===== src/hdl/id3tl_pkg.sv =====
`timescale 1ns / 1ps
// ----------------------------------------------------------------------------
// ID3v2 tag locator package
// Shared widths, codes, constants and types for the tag locator.
// ----------------------------------------------------------------------------
package id3tl_pkg;

   localparam int BYTE_W   = 8;
   localparam int STATUS_W = 3;
   localparam int SIZE_W   = 29;
   localparam int PHASE_W  = 3;
   localparam int MATCH_W  = 2;

   localparam logic [PHASE_W-1:0] PH_SEARCH  = 3'd0;
   localparam logic [PHASE_W-1:0] PH_HEADER  = 3'd1;
   localparam logic [PHASE_W-1:0] PH_COLLECT = 3'd2;
   localparam logic [PHASE_W-1:0] PH_DONE    = 3'd3;
   localparam logic [PHASE_W-1:0] PH_ENDED   = 3'd4;

   localparam logic [STATUS_W-1:0] ST_SEARCH   = 3'd0;
   localparam logic [STATUS_W-1:0] ST_TAG      = 3'd1;
   localparam logic [STATUS_W-1:0] ST_LAST     = 3'd2;
   localparam logic [STATUS_W-1:0] ST_NOTFOUND = 3'd3;
   localparam logic [STATUS_W-1:0] ST_TRUNC    = 3'd4;
   localparam logic [STATUS_W-1:0] ST_IGNORED  = 3'd5;

   localparam logic [MATCH_W-1:0] MATCH_NONE = 2'd0;
   localparam logic [MATCH_W-1:0] MATCH_I    = 2'd1;
   localparam logic [MATCH_W-1:0] MATCH_ID   = 2'd2;

   localparam logic [BYTE_W-1:0] CHAR_I     = 8'h49;
   localparam logic [BYTE_W-1:0] CHAR_D     = 8'h44;
   localparam logic [BYTE_W-1:0] CHAR_THREE = 8'h33;

   localparam logic [SIZE_W-1:0] ID_LEN     = 29'd3;
   localparam logic [SIZE_W-1:0] SIZE_FIRST = 29'd6;
   localparam logic [SIZE_W-1:0] HDR_LEN    = 29'd10;

   localparam int SYNCSAFE_W = 7;

   typedef struct packed {
      logic [PHASE_W-1:0] phase;
      logic [MATCH_W-1:0] match_progress;
      logic [SIZE_W-1:0]  tag_size;
      logic [SIZE_W-1:0]  bytes_taken;
   } tracker_type;

   typedef struct packed {
      logic [BYTE_W-1:0]   out_byte;
      logic [STATUS_W-1:0] status;
      logic [SIZE_W-1:0]   tag_total_size;
   } result_type;

endpackage


===== src/hdl/id3tl_channels.sv =====
`timescale 1ns / 1ps
// ----------------------------------------------------------------------------
// ID3v2 tag locator channels
// Valid/ready interfaces for the byte input and the result output.
// ----------------------------------------------------------------------------
interface id3tl_req_if;
   logic                            valid;
   logic                            ready;
   logic [id3tl_pkg::BYTE_W-1:0]    data_byte;
   logic                            end_of_stream;

   modport source (output valid, output data_byte, output end_of_stream, input ready);
   modport sink   (input valid, input data_byte, input end_of_stream, output ready);
endinterface

interface id3tl_rsp_if;
   logic                            valid;
   logic                            ready;
   logic [id3tl_pkg::BYTE_W-1:0]    out_byte;
   logic [id3tl_pkg::STATUS_W-1:0]  status;
   logic [id3tl_pkg::SIZE_W-1:0]    tag_total_size;

   modport source (output valid, output out_byte, output status, output tag_total_size,
                   input ready);
   modport sink   (input valid, input out_byte, input status, input tag_total_size,
                   output ready);
endinterface


===== src/hdl/id3tl_step.sv =====
`timescale 1ns / 1ps
// ----------------------------------------------------------------------------
// ID3v2 tag locator step logic
// Combinational next-state and result for one stream byte.
// ----------------------------------------------------------------------------
module id3tl_step (
   input  id3tl_pkg::tracker_type             cur,
   input  logic [id3tl_pkg::BYTE_W-1:0]       data_byte,
   input  logic                               end_of_stream,
   output id3tl_pkg::tracker_type             nxt,
   output id3tl_pkg::result_type              res
);

   logic [id3tl_pkg::SIZE_W-1:0] taken_inc;
   logic [id3tl_pkg::SIZE_W-1:0] size_shift;
   logic [id3tl_pkg::SIZE_W-1:0] size_hdr;
   logic [id3tl_pkg::SIZE_W-1:0] size_total;

   assign taken_inc  = cur.bytes_taken + 29'd1;
   assign size_shift = {cur.tag_size[id3tl_pkg::SIZE_W-id3tl_pkg::SYNCSAFE_W-1:0],
                        data_byte[id3tl_pkg::SYNCSAFE_W-1:0]};
   assign size_hdr   = (cur.bytes_taken >= id3tl_pkg::SIZE_FIRST) ? size_shift : cur.tag_size;
   assign size_total = size_hdr + id3tl_pkg::HDR_LEN;

   always_comb begin
      nxt          = cur;
      res.out_byte = '0;
      res.status   = id3tl_pkg::ST_IGNORED;
      unique case (cur.phase)
         id3tl_pkg::PH_SEARCH: begin
            res.out_byte = data_byte;
            res.status   = id3tl_pkg::ST_SEARCH;
            if (cur.match_progress == id3tl_pkg::MATCH_ID &&
                data_byte == id3tl_pkg::CHAR_THREE) begin
               nxt.match_progress = id3tl_pkg::MATCH_NONE;
               nxt.tag_size       = '0;
               nxt.bytes_taken    = id3tl_pkg::ID_LEN;
               nxt.phase          = id3tl_pkg::PH_HEADER;
               res.status         = id3tl_pkg::ST_TAG;
            end else if (cur.match_progress == id3tl_pkg::MATCH_I &&
                         data_byte == id3tl_pkg::CHAR_D) begin
               nxt.match_progress = id3tl_pkg::MATCH_ID;
            end else if (data_byte == id3tl_pkg::CHAR_I) begin
               nxt.match_progress = id3tl_pkg::MATCH_I;
            end else begin
               nxt.match_progress = id3tl_pkg::MATCH_NONE;
            end
            if (end_of_stream) begin
               nxt.phase          = id3tl_pkg::PH_ENDED;
               nxt.tag_size       = '0;
               nxt.match_progress = id3tl_pkg::MATCH_NONE;
               res.status         = id3tl_pkg::ST_NOTFOUND;
               res.out_byte       = '0;
            end
         end
         id3tl_pkg::PH_HEADER: begin
            res.out_byte    = data_byte;
            res.status      = id3tl_pkg::ST_TAG;
            nxt.bytes_taken = taken_inc;
            nxt.tag_size    = size_hdr;
            if (taken_inc >= id3tl_pkg::HDR_LEN) begin
               nxt.tag_size = size_total;
               if (taken_inc >= size_total) begin
                  nxt.phase  = id3tl_pkg::PH_DONE;
                  res.status = id3tl_pkg::ST_LAST;
               end else if (end_of_stream) begin
                  nxt.phase  = id3tl_pkg::PH_ENDED;
                  res.status = id3tl_pkg::ST_TRUNC;
               end else begin
                  nxt.phase  = id3tl_pkg::PH_COLLECT;
               end
            end else if (end_of_stream) begin
               nxt.phase    = id3tl_pkg::PH_ENDED;
               nxt.tag_size = '0;
               res.status   = id3tl_pkg::ST_NOTFOUND;
               res.out_byte = '0;
            end
         end
         id3tl_pkg::PH_COLLECT: begin
            res.out_byte    = data_byte;
            res.status      = id3tl_pkg::ST_TAG;
            nxt.bytes_taken = taken_inc;
            if (taken_inc >= cur.tag_size) begin
               nxt.phase  = id3tl_pkg::PH_DONE;
               res.status = id3tl_pkg::ST_LAST;
            end else if (end_of_stream) begin
               nxt.phase  = id3tl_pkg::PH_ENDED;
               res.status = id3tl_pkg::ST_TRUNC;
            end
         end
         default: begin
            res.out_byte = '0;
            res.status   = id3tl_pkg::ST_IGNORED;
         end
      endcase
      res.tag_total_size = (nxt.phase == id3tl_pkg::PH_HEADER ||
                            nxt.phase == id3tl_pkg::PH_SEARCH) ? '0 : nxt.tag_size;
   end

endmodule


===== src/hdl/id3v2_tag_locator.sv =====
`timescale 1ns / 1ps
// ----------------------------------------------------------------------------
// ID3v2 tag locator
// Scans a byte stream for an ID3v2 tag header and marks the tag's bytes.
// ----------------------------------------------------------------------------
// The req_ch channel carries one stream byte per transfer together with an
// end-of-stream flag on the final byte. For every input transfer the block
// delivers exactly one result transfer on rsp_ch: the byte, its status and
// the total tag size once the ten-byte header has been read.
// The byte is classified by a single layer of logic from the tracker state
// and written into the result register; a result appears in the cycle after
// its input transfer. One byte is taken every cycle while the receiver keeps
// up; the result register holds a waiting result and the block still takes
// a new byte in the same cycle that the waiting result is transferred.
// When the receiver stalls, the result register holds its value and req_ch
// ready drops until the result is taken.
// A synchronous reset returns the tracker to the search for the identifier
// and empties the result register. After a tag completes or the stream
// ends, every further byte is reported as ignored until the next reset.
// ----------------------------------------------------------------------------
module id3v2_tag_locator (
   input  logic               clock,
   input  logic               reset,
   id3tl_req_if.sink          req_ch,
   id3tl_rsp_if.source        rsp_ch
);

   id3tl_pkg::tracker_type state_ff;
   id3tl_pkg::tracker_type state_in;
   id3tl_pkg::result_type  result_ff;
   id3tl_pkg::result_type  result_in;
   logic                   rsp_valid_ff;
   logic                   rsp_valid_in;
   logic                   req_take;

   assign req_ch.ready = !rsp_valid_ff || rsp_ch.ready;
   assign req_take     = req_ch.valid && req_ch.ready;

   id3tl_step u_step (
      .cur           (state_ff),
      .data_byte     (req_ch.data_byte),
      .end_of_stream (req_ch.end_of_stream),
      .nxt           (state_in),
      .res           (result_in)
   );

   assign rsp_valid_in = req_take || (rsp_valid_ff && !rsp_ch.ready);

   always_ff @(posedge clock) begin
      if (reset) begin
         state_ff.phase          <= id3tl_pkg::PH_SEARCH;
         state_ff.match_progress <= id3tl_pkg::MATCH_NONE;
         state_ff.tag_size       <= '0;
         state_ff.bytes_taken    <= '0;
         rsp_valid_ff            <= 1'b0;
      end else begin
         if (req_take) begin
            state_ff <= state_in;
         end
         rsp_valid_ff <= rsp_valid_in;
      end
   end

   always_ff @(posedge clock) begin
      if (req_take) begin
         result_ff <= result_in;
      end
   end

   assign rsp_ch.valid          = rsp_valid_ff;
   assign rsp_ch.out_byte       = result_ff.out_byte;
   assign rsp_ch.status         = result_ff.status;
   assign rsp_ch.tag_total_size = result_ff.tag_total_size;

   // A final status is only reported once the tracker has left the tag.
   a_final_status_phase: assert property (@(posedge clock) disable iff (reset)
      (rsp_valid_ff && (result_ff.status == id3tl_pkg::ST_LAST ||
                        result_ff.status == id3tl_pkg::ST_TRUNC ||
                        result_ff.status == id3tl_pkg::ST_NOTFOUND))
      |-> (state_ff.phase == id3tl_pkg::PH_DONE || state_ff.phase == id3tl_pkg::PH_ENDED))
      else $error("final status reported while the tracker is still active");

   // The header count stays between the identifier and the header length.
   a_header_count: assert property (@(posedge clock) disable iff (reset)
      (state_ff.phase == id3tl_pkg::PH_HEADER)
      |-> (state_ff.bytes_taken >= id3tl_pkg::ID_LEN &&
           state_ff.bytes_taken < id3tl_pkg::HDR_LEN))
      else $error("header byte count out of range");

   // No tag bytes are counted while searching.
   a_search_clear: assert property (@(posedge clock) disable iff (reset)
      (state_ff.phase == id3tl_pkg::PH_SEARCH) |-> (state_ff.bytes_taken == '0))
      else $error("tag bytes counted during the search");

   // A transfer on the input always leaves a result waiting on the next cycle.
   a_result_follows: assert property (@(posedge clock) disable iff (reset)
      req_take |=> rsp_valid_ff)
      else $error("input transfer produced no result");

endmodule


===== src/flat_wrapper.sv =====
// flat-port wrapper written by rule: the top's interface ports become plain ports
module id3v2_tag_locator_flat 
  (clock, reset, req_ch_valid, req_ch_data_byte, req_ch_end_of_stream, req_ch_ready, rsp_ch_valid, rsp_ch_out_byte, rsp_ch_status, rsp_ch_tag_total_size, rsp_ch_ready);
  id3tl_req_if req_ch_i ();
  id3tl_rsp_if rsp_ch_i ();
  input  logic clock;
  input  logic reset;
  input wire logic [$bits(req_ch_i.valid)-1:0] req_ch_valid;
  input wire logic [$bits(req_ch_i.data_byte)-1:0] req_ch_data_byte;
  input wire logic [$bits(req_ch_i.end_of_stream)-1:0] req_ch_end_of_stream;
  output wire logic [$bits(req_ch_i.ready)-1:0] req_ch_ready;
  output wire logic [$bits(rsp_ch_i.valid)-1:0] rsp_ch_valid;
  output wire logic [$bits(rsp_ch_i.out_byte)-1:0] rsp_ch_out_byte;
  output wire logic [$bits(rsp_ch_i.status)-1:0] rsp_ch_status;
  output wire logic [$bits(rsp_ch_i.tag_total_size)-1:0] rsp_ch_tag_total_size;
  input wire logic [$bits(rsp_ch_i.ready)-1:0] rsp_ch_ready;
  assign req_ch_i.valid = req_ch_valid;
  assign req_ch_i.data_byte = req_ch_data_byte;
  assign req_ch_i.end_of_stream = req_ch_end_of_stream;
  assign req_ch_ready = req_ch_i.ready;
  assign rsp_ch_valid = rsp_ch_i.valid;
  assign rsp_ch_out_byte = rsp_ch_i.out_byte;
  assign rsp_ch_status = rsp_ch_i.status;
  assign rsp_ch_tag_total_size = rsp_ch_i.tag_total_size;
  assign rsp_ch_i.ready = rsp_ch_ready;
  id3v2_tag_locator u_core (.clock(clock), .reset(reset), .req_ch(req_ch_i), .rsp_ch(rsp_ch_i));
endmodule

===== config.mk =====
export PLATFORM = sky130hd
export DESIGN_NAME = id3v2_tag_locator_flat
export DESIGN_NICKNAME = d
export VERILOG_FILES = /design/src/hdl/id3tl_pkg.sv /design/src/hdl/id3tl_channels.sv /design/src/hdl/id3tl_step.sv /design/src/hdl/id3v2_tag_locator.sv /design/src/flat_wrapper.sv
export SDC_FILE = /design/constraint.sdc
export NUM_CORES = 1
export LEC_CHECK = 0
export BUFFER_PORTS_ARGS = -buffer_cell sky130_fd_sc_hd__buf_2
export CAP_MARGIN = 30
export CORE_MARGIN = 10
export CORE_UTILIZATION = 30
export DETAILED_ROUTE_END_ITERATION = 16
export PLACE_DENSITY_LB_ADDON = 0.05
export SETUP_SLACK_MARGIN = 0.4
export SYNTH_ARGS = -nofsm -noshare
export SYNTH_HDL_FRONTEND = slang
export SYNTH_SLANG_ARGS = --single-unit

===== constraint.sdc =====
create_clock -name clock -period 15.4 [get_ports clock]
set_input_delay 1.54 -clock clock [delete_from_list [all_inputs] [get_ports clock]]
set_output_delay 1.54 -clock clock [all_outputs]
set_load 0.005 [all_outputs]

# == After elaboration in Yosys (flattened, before gate mapping) ==
# Cells that the tools add are included.
# Widths: inputs -> output; s select.
# totals
ff_bits,104
in_bits,13
output_inout_bits,42
word_cells,64
# op_classes
n_addsub,2
n_lt_le_gt_ge,4
eq_ne,9
mux,26
reduce_logical,15
# ops
operator,n
$pmux 29 s2,2
$mux 29,3
$ge 29x29->1,2
$mux 58,1
$mux 34,1
$pmux 11 s3,1
$mux 3,10
$add 29x1->29 const B,1
$add 29x4->29 const B,1
$ge 29x3->1 const B,1
$ge 29x4->1 const B,1
$mux 11,2
$eq 8x7->1 const B,2
$pmux 3 s3,1
$eq 8x6->1 const B,1
$mux 8,1
$eq 3x1->1 const B,2
$logic_not 3->1,2
$logic_and 1x1->1,4
$mux 2,2
$eq 3x2->1 const B,1
$logic_or 1x1->1,3
$reduce_and 3->1,1
$eq 2x1->1 const B,1
other kinds (7),9

# == Logic depth before layout (Yosys ltp) ==
# depth
word_depth,9
mapped_depth,28
depth_no_buf,25

# == Hierarchy ==
# A second synthesis with hierarchy kept.
# hier_totals
hier_cells,1320
hier_area_um2,10112.2
# by_module_without_submodules
module,n_inst,cells_per_inst,area_per_inst_um2
id3tl_step,1,988,6138.4
id3v2_tag_locator,1,332,3973.8

# == Worst setup path after synthesis ==
# No wires, ideal clock.
# synth_timing
path_kind,reg2reg
start,register u_core.state_ff[0] in the netlist's numbering
end,register u_core.result_ff (netlist bit u_core.rsp_ch.status[0]) (data pin)
setup_ns,0.261
t_arrival_ns,5.266
required_time_ns,15.139
path_slack_ns,9.874
path_stages_with_launch,25
path_buffers,3
period_less_slack_ns,5.526
path_cell_list,dfxtp_1 buf_2 inv_1 ha_1 o21ai_0 and4_1 nand2_1 clkbuf_1 clkbuf_1 o21ai_0 ha_1 o21bai_1 o41ai_1 o21ai_0 xnor2_1 ha_1 nand4_1 nor2_1 nand4_1 nand3_1 nor2_1 a22o_1 a21oi_1 o21ai_0 a221o_1
# synth_lines
item,line_no,rtl
start: declaration,id3v2_tag_locator.sv:28,id3tl_pkg::tracker_type state_ff;
start signal: assignment,id3v2_tag_locator.sv:58,state_ff <= state_in;
end signal: assignment,id3v2_tag_locator.sv:66,result_ff <= result_in;
end: declaration,id3v2_tag_locator.sv:30,id3tl_pkg::result_type result_ff;

# == Worst setup path after layout ==
# layout_timing
start,register u_core.state_ff[1] in the netlist's numbering
end,register u_core.state_ff[62] in the netlist's numbering
# layout_via
elab_chain_cells,7
word_cells_on_any_way,11
classes_between,add/sub (2); order compare (4); mux (5)
# layout_lines
item,line_no,rtl
$ge 29x3->1,id3tl_step.sv:22,assign size_hdr = (cur.bytes_taken >= id3tl_pkg::SIZE_FIRST) ? size_shift : cur.tag_size;
$mux 29,id3tl_step.sv:22,
$add 29x4->29,id3tl_step.sv:23,assign size_total = size_hdr + id3tl_pkg::HDR_LEN;
$ge 29x29->1,id3tl_step.sv:63,if (taken_inc >= size_total) begin
$mux 3,id3tl_step.sv:63,
$mux 3,id3tl_step.sv:61,if (taken_inc >= id3tl_pkg::HDR_LEN) begin
$pmux 3 s3 (*),id3tl_step.sv:29,unique case (cur.phase)
# Mark *: on every way between the ends. The rest lies on a longest branch, timed or not.
# A chain may end at the register's enable or synchronous reset.

==> impl_metrics.yaml <==
pwr:
  ir_worst_vdd_v: 0.0000615
  switchingPower_uw: 174
  seqPwrFrac_pct: 49.5
  p_clk_share_pct: 40.9
  power.share.switching_pct: 28.9
  combPwrFrac_pct: 9.6
  power_density_nw_per_um2: 64.2
  p_int_uw: 428
  p_leak_nw: 3.35
synthesis:
  yosys_warnings: 0
  synth.avg_cell_area_um2: 7.83
  netlist_area_um2: 8550
  synthTopCellsByArea: "dfxtp_1, edfxtp_1, ha_1"
  syn_nets: 1167
  synthCells: 1092
  ys_ff_latch: 104
  synth-edff-count: 40
  synth.distinct_cells: 73
  seq_area_frac_synth_pct: 29.0
  ys_async_sr_fraction_pct: 0
  yosysTopAreaCell: "dfxtp_1"
  synth_ff_type: "dfxtp_1"
  yosys.area.top_type_share_pct: 15.0
grt:
  first_global_vias: 7711
  grt_max_degree: 62
  grt_pass1_wl_um: 49700
  antenna_found_initial: 0
  grt-ovfl-total: 0
  grt_usage_pct: 17.9
timing:
  fmaxAchievable_ghz: 0.154
  hold_viol_final: 0
  fin_worst_skew_ns: 0.0153
  fin_crit_ns: 6.50
  slew_headroom_pct: 29.9
  setup_viol: 0
  rsz0062_at_grt: "false"
  setup_tns_ns: 0
  maxSlewViolCount: 0
  tightestPinTransition_ns: 1.05
  timing.final.crit_share_pct: 42.2
cts:
  cts_setup_buffers: 0
  tritoncts: "yes"
  clkTransAtPathRegs_ns: 0.08
  cts_max_level: 3
  cts_made_buffers: 9
  holdBufCountCts: 0
  clockBufferDepth: 2
  cts_resized: 0
  clockRootBuffer: "clkbuf_16"
  insertion_delay_ns: 0.37
  clock_sinks: 104
layout:
  drive_gt1_share_pct: 9.96
  fin_cells: 1473
  seq_area_um2: 2480
  layout.nets: 1164
  syn_to_final_growth_pct: 9.68
  multi_input_area_um2: 5600
  final.fill_count: 3023
run:
  maxCapViolCount: 0
die:
  die_h_um: 189
  fp.coreArea_um2: 27900
  num_io_pins: 55
  die_w_um: 189
  start_util_pct: 30.6
  rows: 61
  die_area_um2: 35700
placed_design:
  dp_cells: 1456
  place.gp.congestion: 0.871
  port_buffers: 54
  hpwl_um: 24800
status:
  status: "finished, final reports clean"
detailed_routing:
  viasPerCell: 5.56
  final_antenna_net_count: 0
  drc_errors: 0
  wl_um: 32700
  post_drt_wl_per_cell_um: 22.2
  vias: 8193
  drtIter0Drc: 766
  first_pass_iters: 5
setup_path:
  critPathKind: "flop to flop"
  endpoint_kind: "flop"
  crit_required_ns: 15.68
  worstSetupStartpointType: "flop"
  cp_max_fo: 61
  arrival_ns: 6.78
hold_path:
  holdCritPathClass: "flop to flop"
[path summary, 6_finish.rpt]
path,endpoint,start,cells after the start,slack [ns]
worst min register to register,u_core.state_ff[58]$_SDFFE_PP0P_,u_core.state_ff[58]$_SDFFE_PP0P_,2,0.48
worst max-delay path,u_core.state_ff[62]$_SDFFE_PP0P_,u_core.state_ff[1]$_SDFFE_PP0P_,21,8.90
worst max register to register,u_core.state_ff[62]$_SDFFE_PP0P_,u_core.state_ff[1]$_SDFFE_PP0P_,21,8.90
worst min-delay path,u_core.state_ff[58]$_SDFFE_PP0P_,u_core.state_ff[58]$_SDFFE_PP0P_,2,0.48
[synth_stat cells, drive strengths merged, types with 3 or more instances]
| cell type | count |
|---|---|
| or4 | 3 |
| xnor2 | 62 |
| a41oi | 3 |
| o21ai | 70 |
| a22o | 8 |
| nand4 | 31 |
| a211o | 4 |
| or3 | 12 |
| buf | 31 |
| clkbuf | 49 |
| nand2b | 11 |
| o2111ai | 4 |
| a31oi | 9 |
| nor4 | 20 |
| edfxtp | 40 |
| o22ai | 7 |
| and2 | 6 |
| or2 | 3 |
| a211oi | 8 |
| nand3 | 30 |
| a32o | 4 |
| inv | 39 |
| mux2i | 6 |
| a21o | 18 |
| o41ai | 3 |
| nor3 | 23 |
| and4 | 13 |
| a2111oi | 7 |
| o211ai | 8 |
| and3 | 11 |
| xor2 | 18 |
| a311oi | 4 |
| nand2 | 111 |
| clkinv | 4 |
| nand3b | 10 |
| dfxtp | 64 |
| nor2 | 110 |
| a22oi | 15 |
| ha | 62 |
| nor2b | 9 |
| o31ai | 19 |
| a21oi | 103 |
[layout make-up]
| type | instances | share of cell area [%] |
|---|---|---|
| Antenna cell | 1 | 0.0267 |
| Clock buffer | 9 | 2.40 |
| Clock inverter | 7 | 0.880 |
| Inverter | 43 | 1.72 |
| Multi-Input combinational cell | 865 | 59.6 |
| Sequential cell | 104 | 26.5 |
| Tap cell | 378 | 5.04 |
| Timing Repair Buffer | 66 | 3.84 |
[state kept, by name (all words and copies together) (netlist names)]
signal,cells
u_core.rsp_ch.status,3
u_core.state_ff,63
u_core.rsp_ch.out_byte,8
u_core.rsp_ch.valid,1
u_core.rsp_ch.tag_total_size,29
[layer usage]
layer,wire length (um),track usage [%]
met1,15600,25.3
met2,14600,27.5
met3,1590,2.61
met4,816,5.65
met5,0,0
[logic make-up after synthesis]
family,Yosys count,share of synthesized area (%)
AOI/OAI and AO/OA,308,22.9
xor gates and xnor gates,80,8.19
adders and majority gates,62,9.07
buffers and inverters,123,5.94
DFF,104,29.0
muxes,8,0.965
and+or+nand+nor,407,23.9
[critical path, stage by stage (launching register included)]
cell       delay, ns
dfxtp_1         0.52
ha_1            0.20
o21ai_0         0.11
and4_1          0.31
nand2_2         0.10
buf_4           0.53
nand2_1         0.12
o21ai_0         0.26
ha_1            0.43
o2111ai_1       0.20
nor2_1          0.35
a41oi_1         0.25
xnor2_1         0.54
ha_1            0.34
a21o_1          0.16
a21o_1          0.20
a211oi_1        0.28
a21oi_1         0.12
a2111oi_0       0.40
a21oi_1         0.30
a211o_1         0.38
a311oi_1        0.24
[power groups by stage]
stage	clock network [mW]	registers (mW)	logic, mW
3_5_place_dp	0	0.305	0.0583
3_3_place_gp	0	0.305	0.0590
6_report	0.246	0.298	0.0576
2_1_floorplan	0	0.303	0.0340
4_1_cts	0.258	0.298	0.0584
5_1_grt	0.263	0.300	0.0639
[placed cells by master (no fill, tap or decap), types with 7 or more instances in the layout]
cell,instances
nand2_1,110
nor2_1,107
a21oi_1,103
dfxtp_1,64
xnor2_1,62
ha_1,62
o21ai_0,54
buf_2,54
edfxtp_1,40
inv_1,37
nand4_1,30
nand3_1,29
nor3_1,22
nor4_1,18
xor2_1,18
a21o_1,18
o31ai_1,17
a22oi_1,15
and4_1,13
o21ai_1,13
buf_4,12
nand2b_1,11
or3_1,11
and3_1,11
nand3b_1,10
a31oi_1,9
nor2b_1,9
clkbuf_16,9
a211oi_1,8
a22o_1,8
o211ai_1,8
o22ai_1,7
[per-stage QoR]
step | hold WS (ns) | setup slack (ns) | util, % | cell area [um^2] | total power, mW
2_1_floorplan | 0.440 | 9.87 | - | 8550 | 0.337
3_3_place_gp | 0.462 | 9.15 | 32.5 | 9060 | 0.364
3_5_place_dp | 0.465 | 8.99 | 32.5 | 9070 | 0.363
4_1_cts | 0.477 | 8.97 | 33.6 | 9380 | 0.614
5_1_grt | 0.503 | 8.33 | 33.6 | 9380 | 0.627
6_report | 0.476 | 8.90 | 33.6 | 9380 | 0.602
Power figures use the tool's default switching activity.
